==> config.mk <==
export PLATFORM = sky130hd
export DESIGN_NAME = argb_over_alpha_blend_top
export DESIGN_NICKNAME = d
export VERILOG_FILES = /design/src/rtl/aob_pkg.sv /design/src/rtl/aob_front.sv /design/src/rtl/aob_div_step.sv /design/src/rtl/argb_over_alpha_blend_top.sv
export SDC_FILE = /design/constraint.sdc
export NUM_CORES = 2
export LEC_CHECK = 0
export ABC_CLOCK_PERIOD_IN_PS = 7800
export BUFFER_PORTS_ARGS = -buffer_cell sky130_fd_sc_hd__buf_2
export CAP_MARGIN = 20
export CORE_UTILIZATION = 45
export CTS_CLUSTER_SIZE = 28
export DETAILED_ROUTE_END_ITERATION = 8
export GPL_ROUTABILITY_DRIVEN = 0
export SETUP_SLACK_MARGIN = 0.5
export SLEW_MARGIN = 10
export SYNTH_ARGS = -nofsm -noshare
export SYNTH_HDL_FRONTEND = slang
export SYNTH_SLANG_ARGS = --single-unit
export TNS_END_PERCENT = 5
==> constraint.sdc <==
create_clock -name clock -period 7.8 [get_ports clock]
set_input_delay 1.56 -clock clock [delete_from_list [all_inputs] [get_ports clock]]
set_output_delay 1.56 -clock clock [all_outputs]
set_load 0.1 [all_outputs]
==> src/rtl/aob_pkg.sv <==
// shared types and constants for the argb over-blend pipeline
package aob_pkg;

   localparam int unsigned CHANNELS   = 3;
   localparam int unsigned PIPE_DEPTH = 6;
   localparam int unsigned ALPHA_POS  = 24;
   localparam int unsigned NUM_W      = 24;
   localparam int unsigned DIV_W      = 16;

   localparam logic [7:0]       FULL    = 8'd255;
   localparam logic [DIV_W-1:0] FULL_SQ = 16'd65025;

   // one item in the divider part of the pipe, channel 2 red, 1 green, 0 blue
   typedef struct packed {
      logic                             pass;
      logic [31:0]                      pass_pixel;
      logic [7:0]                       alpha;
      logic [DIV_W-1:0]                 divisor;
      logic [CHANNELS-1:0][NUM_W-1:0]   rem;
      logic [CHANNELS-1:0][7:0]         quo;
   } aob_div_type;

endpackage

==> src/rtl/aob_front.sv <==
// first two pipe stages: special cases, weights, divisor, alpha and numerators
module aob_front (
   input  logic                 clock,
   input  logic                 reset,
   input  logic                 in_valid,
   output logic                 in_stall,
   input  logic [31:0]          fg_pixel,
   input  logic [31:0]          bg_pixel,
   output logic                 out_valid,
   input  logic                 out_stall,
   output aob_pkg::aob_div_type out_data
);

   typedef struct packed {
      logic                               pass;
      logic [31:0]                        pass_pixel;
      logic [15:0]                        prod;
      logic [15:0]                        wb;
      logic [15:0]                        wf;
      logic [aob_pkg::CHANNELS-1:0][7:0]  fg_col;
      logic [aob_pkg::CHANNELS-1:0][7:0]  bg_col;
   } aob_weight_type;

   logic                 s1_valid_ff, s1_valid_in;
   aob_weight_type       s1_data_ff, s1_data_in;
   logic                 s2_valid_ff, s2_valid_in;
   aob_pkg::aob_div_type s2_data_ff, s2_data_in;
   logic                 s1_stall, s2_stall;

   logic [7:0]  af, ab, tf, tb;
   logic [16:0] quot_sum;

   assign s2_stall = s2_valid_ff && out_stall;
   assign s1_stall = s1_valid_ff && s2_stall;
   assign in_stall = s1_stall;

   always_comb begin
      af = fg_pixel[aob_pkg::ALPHA_POS +: 8];
      ab = bg_pixel[aob_pkg::ALPHA_POS +: 8];
      tf = aob_pkg::FULL - af;
      tb = aob_pkg::FULL - ab;
      s1_data_in.pass = (af == aob_pkg::FULL) || (ab == 8'd0) || (af == 8'd0);
      // opaque foreground or empty background keeps the foreground
      s1_data_in.pass_pixel = ((af == aob_pkg::FULL) || (ab == 8'd0)) ? fg_pixel : bg_pixel;
      s1_data_in.prod = 16'(tf) * 16'(tb);
      s1_data_in.wb   = 16'(tf) * 16'(ab);
      s1_data_in.wf   = 16'(aob_pkg::FULL) * 16'(af);
      for (int c = 0; c < aob_pkg::CHANNELS; c++) begin
         s1_data_in.fg_col[c] = fg_pixel[8*c +: 8];
         s1_data_in.bg_col[c] = bg_pixel[8*c +: 8];
      end
      s1_valid_in = s1_stall ? s1_valid_ff : in_valid;
   end

   always_comb begin
      s2_data_in.pass       = s1_data_ff.pass;
      s2_data_in.pass_pixel = s1_data_ff.pass_pixel;
      s2_data_in.divisor    = aob_pkg::FULL_SQ - s1_data_ff.prod;
      // floor(prod / 255) for prod up to 255 * 255
      quot_sum = 17'(s1_data_ff.prod) + 17'd1 + 17'(s1_data_ff.prod[15:8]);
      s2_data_in.alpha = aob_pkg::FULL - quot_sum[15:8];
      for (int c = 0; c < aob_pkg::CHANNELS; c++) begin
         s2_data_in.rem[c] = 24'(s1_data_ff.wb) * 24'(s1_data_ff.bg_col[c])
                           + 24'(s1_data_ff.wf) * 24'(s1_data_ff.fg_col[c]);
         s2_data_in.quo[c] = 8'd0;
      end
      s2_valid_in = s2_stall ? s2_valid_ff : s1_valid_ff;
   end

   always_ff @(posedge clock) begin
      if (reset) begin
         s1_valid_ff <= 1'b0;
         s2_valid_ff <= 1'b0;
      end else begin
         s1_valid_ff <= s1_valid_in;
         s2_valid_ff <= s2_valid_in;
      end
   end

   always_ff @(posedge clock) begin
      if (!s1_stall) begin
         s1_data_ff <= s1_data_in;
      end
      if (!s2_stall) begin
         s2_data_ff <= s2_data_in;
      end
   end

   assign out_valid = s2_valid_ff;
   assign out_data  = s2_data_ff;

endmodule

==> src/rtl/aob_div_step.sv <==
// one divider stage: two restoring quotient bits per channel
module aob_div_step #(
   parameter int unsigned HIGH_BIT = 7
) (
   input  logic                 clock,
   input  logic                 reset,
   input  logic                 in_valid,
   output logic                 in_stall,
   input  aob_pkg::aob_div_type in_data,
   output logic                 out_valid,
   input  logic                 out_stall,
   output aob_pkg::aob_div_type out_data
);

   logic                 valid_ff, valid_in;
   aob_pkg::aob_div_type data_ff, data_in;

   assign in_stall = valid_ff && out_stall;

   always_comb begin
      logic [aob_pkg::NUM_W-1:0] trial;
      data_in = in_data;
      trial   = '0;
      for (int c = 0; c < aob_pkg::CHANNELS; c++) begin
         for (int k = 0; k < 2; k++) begin
            trial = aob_pkg::NUM_W'(in_data.divisor) << (HIGH_BIT - k);
            if (data_in.rem[c] >= trial) begin
               data_in.rem[c] = data_in.rem[c] - trial;
               data_in.quo[c][HIGH_BIT - k] = 1'b1;
            end
         end
      end
      valid_in = in_stall ? valid_ff : in_valid;
   end

   always_ff @(posedge clock) begin
      if (reset) begin
         valid_ff <= 1'b0;
      end else begin
         valid_ff <= valid_in;
      end
   end

   always_ff @(posedge clock) begin
      if (!in_stall) begin
         data_ff <= data_in;
      end
   end

   assign out_valid = valid_ff;
   assign out_data  = data_ff;

endmodule

==> src/rtl/argb_over_alpha_blend_top.sv <==
// top level of the argb over-blend pipeline
// Porter-Duff over of two non-premultiplied ARGB8888 pixels. One pixel pair is
// taken every clock cycle unless req_stall is high; each result passes the
// front and division stages in order, waiting only while rsp_stall holds it.
// Two stages compute weights, divisor, alpha and the channel numerators, then
// four stages of restoring division produce two quotient bits per channel each.
// A stalled pipe fills its empty stages before it stalls the request side.
module argb_over_alpha_blend_top (
   input  logic        clock,
   input  logic        reset,
   input  logic        req_valid,
   output logic        req_stall,
   input  logic [31:0] req_fg_pixel,
   input  logic [31:0] req_bg_pixel,
   output logic        rsp_valid,
   input  logic        rsp_stall,
   output logic [31:0] rsp_out_pixel
);

   localparam int unsigned STEPS = 4;

   logic                 valid_q [STEPS+1];
   logic                 stall_q [STEPS+1];
   aob_pkg::aob_div_type data_q  [STEPS+1];

   aob_front u_front (
      .clock     (clock),
      .reset     (reset),
      .in_valid  (req_valid),
      .in_stall  (req_stall),
      .fg_pixel  (req_fg_pixel),
      .bg_pixel  (req_bg_pixel),
      .out_valid (valid_q[0]),
      .out_stall (stall_q[0]),
      .out_data  (data_q[0])
   );

   for (genvar s = 0; s < STEPS; s++) begin : g_div
      aob_div_step #(
         .HIGH_BIT (7 - 2*s)
      ) u_step (
         .clock     (clock),
         .reset     (reset),
         .in_valid  (valid_q[s]),
         .in_stall  (stall_q[s]),
         .in_data   (data_q[s]),
         .out_valid (valid_q[s+1]),
         .out_stall (stall_q[s+1]),
         .out_data  (data_q[s+1])
      );
   end

   assign stall_q[STEPS] = rsp_stall;
   assign rsp_valid      = valid_q[STEPS];

   always_comb begin
      if (data_q[STEPS].pass) begin
         rsp_out_pixel = data_q[STEPS].pass_pixel;
      end else begin
         rsp_out_pixel = {data_q[STEPS].alpha, data_q[STEPS].quo[2],
                          data_q[STEPS].quo[1], data_q[STEPS].quo[0]};
      end
   end

endmodule

# --- Yosys cells after proc, flatten, opt, wreduce, memory -nomap -nowiden ---
# Cells that the tools add are included.
word_totals:
  register_bits: 752
  input_bits: 68
  output_inout_bits: 34
op_classes:
  n_addsub: 30
  mul: 9
  order_cmp: 24
  n_eq_ne: 1
  mux: 23
  reduce_logical: 10
ops:
  columns: ["operator", "n"]
  rows:
  - ["24-bit two-way mux", 21]
  - ["16-bit by 8-bit multiplier with 24-bit output", 6]
  - ["24-bit adder", 3]
  - ["24-bit by 16-bit greater-or-equal comparator with 1-bit output", 3]
  - ["24-bit by 17-bit greater-or-equal comparator with 1-bit output", 3]
  - ["24-bit by 18-bit greater-or-equal comparator with 1-bit output", 3]
  - ["24-bit by 19-bit greater-or-equal comparator with 1-bit output", 3]
  - ["24-bit by 20-bit greater-or-equal comparator with 1-bit output", 3]
  - ["24-bit by 21-bit greater-or-equal comparator with 1-bit output", 3]
  - ["24-bit by 22-bit greater-or-equal comparator with 1-bit output", 3]
  - ["24-bit by 23-bit greater-or-equal comparator with 1-bit output", 3]
  - ["24-bit by 17-bit subtractor with 24-bit output", 3]
  - ["24-bit by 18-bit subtractor with 24-bit output", 3]
  - ["24-bit by 19-bit subtractor with 24-bit output", 3]
  - ["24-bit by 20-bit subtractor with 24-bit output", 3]
  - ["24-bit by 21-bit subtractor with 24-bit output", 3]
  - ["24-bit by 22-bit subtractor with 24-bit output", 3]
  - ["24-bit by 23-bit subtractor with 24-bit output", 3]
  - ["32-bit two-way mux", 2]
  - ["8-bit by 8-bit multiplier with 16-bit output", 2]
  - ["8-bit subtractor, first input constant", 3]
  - ["16-bit by 1-bit adder with 16-bit output, second input constant", 1]
  - ["16-bit by 8-bit adder with 16-bit output", 1]
  - ["8-bit logical NOT", 2]
  - ["5 further kinds", 11]

# --- Longest topological paths before layout ---
logic_depth:
  depth_word: 6
  mapped_depth: 28
  mapped_depth_nobuf: 24

# --- Modules after synthesis ---
# A second synthesis with hierarchy kept.
hier_totals:
  cells_unflattened: 8175
  hier_area_um2: 83533.9
by_module_without_submodules:
  columns: ["mod", "instances", "cells_each", "area_per_inst_um2", "seq_area_each_um2"]
  rows:
  - ["aob_front", 1, 3799, 38567.0, 7787.5]
  - ["aob_div_step at g_div[3].u_step", 1, 1210, 11898.9, 4614.4]
  - ["aob_div_step at g_div[2].u_step", 1, 1103, 11013.1, 4614.4]
  - ["aob_div_step at g_div[1].u_step", 1, 1080, 10999.3, 4614.4]
  - ["aob_div_step at g_div[0].u_step", 1, 947, 10511.3, 4614.4]
  - ["argb_over_alpha_blend_top", 1, 36, 544.3, 0.0]

# --- Worst setup path before layout ---
# No wires, ideal clock.
synth_timing:
  path_kind: "input-to-output"
  from: "input port rsp_stall"
  to: "output port req_stall"
  arrival_ns: 7.162
  t_required_ns: 6.240
  path_slack_ns: -0.922
  cell_stages: 4
  n_path_buf: 0
  cell_sequence: "and3_1 -> and3_1 -> nand3_1 -> inv_1"
synth_between:
  elab_chain_len: 6
synth_rtl:
  columns: ["item", "line_no", "source"]
  rows:
  - ["start, declared", "argb_over_alpha_blend_top.sv:16", "input logic rsp_stall,"]
  - ["1-bit logical AND (4 in series)", "aob_div_step.sv:18", "assign in_stall = valid_ff && out_stall;"]
  - ["1-bit logical AND", "aob_front.sv:33", "assign s2_stall = s2_valid_ff && out_stall;"]
  - ["1-bit logical AND", "aob_front.sv:34", "assign s1_stall = s1_valid_ff && s2_stall;"]
  - ["end, declared", "argb_over_alpha_blend_top.sv:12", "output logic req_stall,"]
# Every way passes these cells.

==> results.txt <==
The flow ran to the end, but the final reports show violations. The final reports fail on DRC. In this run the worst hold path is classified as flop to flop. The overall routed net length is 198100 um.

The final-stage net count came out at 9005. The average wire per standard cell is 20.34 um. The dominant delay contributor by cell family on the critical path is adder cells. The launch instance of the worst min-delay path is g_div[2].u_step.out_data[12]. The mean cell area of the mapped netlist came out at 10.16 sq um. The global router's overall resource usage came out at 23.66%.

In the finished design, the share of the clock period the worst path needs comes to 90.73%. For hold timing, the worst endpoint is g_div[3].u_step.out_data[12]. The cell area after layout is 81360 sq um. The worst register-to-register path ends at u_front.out_data[70]. In this run the number of H-tree levels came out at 3.

The number of instances resized during post-cts repair is 0. The number of detailed-routing iterations run before antenna repair is 8. The synthesized flop and latch total came out at 752. Yosys mapped the design onto 101 distinct sky130hd cell types. The number of cells on the worst reg-to-reg path is 20. The placed instance area is 78320 sq um. The critical path goes through and2_1 -> fa_1 -> inv_1 -> fa_1 -> inv_1 -> fa_1 -> fa_1 -> fa_1 -> fa_1 -> ha_1 -> a211oi_1 -> o21ai_0 -> a21o_1 -> a21oi_1 -> o211a_1 -> a21o_1 -> o21ai_0 -> a311o_1 -> a21oi_1 -> xnor2_1. The post-route setup TNS came out at 0 ns. The half-perimeter wire length after placement came out at 155900 um. The worst stage delay on the critical path is 0.81 ns. The clock tree buffer depth came out at 3. In this run the worst path has a maximum fanout of 24. The data required time at the worst endpoint came out at 8.23 ns.

The initialized floorplan defines 149 standard-cell rows. Among the stages of the critical path, the cell type that occurs most often is fa_1. At the later pin of the worst-skew pair, clock insertion delay measures 0.73 ns.

The net count of the mapped netlist came out at 8903. The synthesized netlist occupies a cell area of 74980 sq um. The largest net degree at the start of global routing is 104. Summed over all instances, the cell type with the most area after synthesis is edfxtp_1. The total number of clock tree sinks came out at 752. The clock-pin slew on the worst setup and hold paths came out at 0.06 ns. The post-CTS setup repair buffer count came out at 0.

Counting the fill cells in the layout gives 15160. The area of the die is 168300 sq um. The area share of the largest cell type after synthesis is 29.88%. The count of vias placed by the detailed router came out at 52740. The count of mapped cells out of synthesis came out at 7379. The transition at the pin with the smallest max-transition slack is 1.150 ns. The total of max-cap violations came out at 0. Cells fill 49.25% of the core in the end.

The total clock buffers created by CTS came out at 85. The number of max-slew violations in the final report came out at 0. The first-pass GRT wire length is 308300 um. The most frequently used flop master after synthesis is edfxtp_1. TritonCTS built the clock tree. Cells with a size suffix above 1 make up 8.450% of the layout. Compared with the post-synthesis result, the final layout area differs by 8.502%. The tree is rooted in a clkbuf_16. Setup repair after global routing could not meet its margin everywhere. The remaining global-route overflow came out at 0. In this run the standard cell core region covers 165200 sq um. The critical path starts at u_front.s1_data_ff[53]. The number of buffers inserted for hold repair after clock tree synthesis came out at 0.

In the routed design, unresolved DRC markers number 8. The worst-case register-to-register setup slack is 0.72 ns. The initial utilization of the core area, before any placement, comes to 45.39%. The number of antenna violations at the first check in global routing came out at 6. Together, buffers and inverters on the worst path number 2. Counting I/O delays and the setup requirement, the final critical path takes 7.077 ns. STA classifies the critical path startpoint as a flop.

The number of input and output port buffers inserted came out at 101. The path type of the worst setup path is flop to flop. The total number of yosys warnings is 0. The fraction of registers with async set or reset after synthesis is 0%. The number of top-level pins came out at 102. The share of the Yosys chip area taken by registers is 30.04%. The post-route clock skew is 0.05919 ns. The DRC marker count from the first detailed-route iteration came out at 3383. The die width came out at 410.2 um.

In the post-synthesis netlist, the biggest area contributors are edfxtp_1 (30%), fa_1 (20%), ha_1 (12%). In this run the vertical extent of the chip is 410.2 um. The worst pin sits at a relative slew slack of 23.34%.

The via count of the first global-routing pass is 53890. Counting flops with a built-in enable in the synthesized netlist gives 746. Once detail routing completed, the nets flagged for antenna violations numbered 0. The arrival time of the worst setup path is 7.51 ns. STA classifies the critical path endpoint as a flop.

Based on the critical path, the design can be clocked at up to 141.3 MHz. Setup violations remaining at the end of the flow were counted as 0. The start of the worst register-to-register path is u_front.s1_data_ff[53].

The per-cell via count in the routed design came out at 5.415. The worst hold path was traced through 0 stages. The number of hold violations in the final report was 0. The cell at the slowest stage of the critical path is edfxtp_1.
[metrics by stage]
step / hold slack (ns) / instances / setup WS (ns)
2_1_floorplan: 0.4003 / 7379 / 0.9378
3_3_place_gp: 0.4005 / 9579 / 0.8945
3_5_place_dp: 0.4045 / 9579 / 0.7649
4_1_cts: 0.3950 / 9735 / 0.7581
5_1_grt: 0.4023 / 9739 / 0.4075
6_report: 0.3979 / 9740 / 0.7233
[Yosys cell counts (all sizes together), types with 37 or more instances]
master / count
nand3: 70
inv: 1047
a211oi: 37
xnor2: 261
xor2: 135
or2: 54
nand4: 55
ha: 715
o21ai: 284
nor2: 386
edfxtp: 746
clkbuf: 168
nor2b: 124
nand2b: 76
nand2: 719
o21a: 75
nor3: 85
mux2: 181
and2: 370
fa: 741
a21o: 169
a21oi: 390
o21bai: 41
[cell families after synthesis]
kind of cell / after synthesis / synth area share [%]
and+or+nand+nor: 2088 / 13.66
buffers and inverters: 1248 / 6.336
xor gates and xnor gates: 396 / 4.626
AOI/OAI and AO/OA: 1238 / 10.62
adders and majority gates: 1456 / 31.72
DFF: 752 / 30.04
muxes: 201 / 3.007
[worst max-delay path by stage]
stage | depth (start not counted) | slack (ns) | endpoint
3_5_place_dp | 24 | 0.76 | u_front.out_data[92]
3_3_place_gp | 24 | 0.89 | u_front.out_data[92]
6_report | 20 | 0.72 | u_front.out_data[70]
2_1_floorplan | 4 | 0.94 | req_stall
4_1_cts | 19 | 0.76 | u_front.out_data[70]
5_1_grt | 19 | 0.41 | u_front.out_data[70]
[final cells by class]
cell class / instances / area [sq um] / share of cell area, %
Timing Repair Buffer: 214 / 1383 / 1.699
Antenna cell: 1 / 2.502 / 0.003076
Tap cell: 2189 / 2739 / 3.367
Clock inverter: 58 / 764.5 / 0.9397
Sequential cell: 752 / 22520 / 27.68
Multi-Input combinational cell: 5379 / 47780 / 58.73
Inverter: 1049 / 3948 / 4.852
Clock buffer: 98 / 2218 / 2.727
[flip-flops by register name, summed over array words and instances (netlist names)]
register,count
g_div.u_step.out_data,488
u_front.s1_data_ff,129
u_front.out_data,129
u_front.out_valid,1
g_div.u_step.out_valid,4
u_front.s1_valid_ff,1
[placed cells by master, fill, tap and decap left out, types with 12 or more instances in the layout]
master | Yosys | final
mux2_2 | 178 | 178
a21oi_1 | 387 | 386
nor4_1 | 32 | 32
a31o_2 | 12 | 12
and3_1 | 33 | 33
nor3_1 | 85 | 84
nand2_1 | 718 | 715
buf_2 | 14 | 101
a21boi_0 | 25 | 25
nand2b_1 | 76 | 76
buf_4 | 5 | 110
nand3_1 | 70 | 69
nor2b_1 | 124 | 124
fa_1 | 741 | 741
clkbuf_16 | 0 | 87
xor2_1 | 135 | 135
a21o_1 | 169 | 169
and2_1 | 370 | 370
o211ai_1 | 20 | 20
xnor2_1 | 261 | 261
bufinv_16 | 0 | 14
inv_1 | 1046 | 1044
o21ai_0 | 270 | 269
nand4_1 | 55 | 55
edfxtp_1 | 746 | 746
o21a_1 | 75 | 74
o31ai_1 | 28 | 28
or3_1 | 30 | 30
o21bai_1 | 41 | 41
clkinv_1 | 2 | 19
a211oi_1 | 33 | 33
a31oi_1 | 26 | 26
clkinv_2 | 0 | 12
nor2_1 | 386 | 386
ha_1 | 715 | 715
or2_2 | 54 | 54
mux2i_1 | 19 | 19
[metal layers]
metal / track usage (%) / vias up / part of all wire, %
met5: 0 / - / 0
met4: 9.689 / 0 / 4.5
met1: 31.59 / 26040 / 44
met3: 2.839 / 323 / 4.7
li1: - / 25060 / -
met2: 38.96 / 1326 / 47
[worst register-to-register path, stage by stage, from the launching register on]
cell and delay [ns]:
edfxtp_1 0.81, and2_1 0.35, fa_1 0.54, inv_1 0.05
fa_1 0.53, inv_1 0.05, fa_1 0.50, fa_1 0.43
fa_1 0.51, fa_1 0.41, ha_1 0.34, a211oi_1 0.41
o21ai_0 0.16, a21o_1 0.23, a21oi_1 0.28, o211a_1 0.26
a21o_1 0.18, o21ai_0 0.15, a311o_1 0.38, a21oi_1 0.18
xnor2_1 0.08
Power is left out: the tool's default activity adds up to more than one toggle a clock period on the data nets, which glitch-free logic cannot reach.
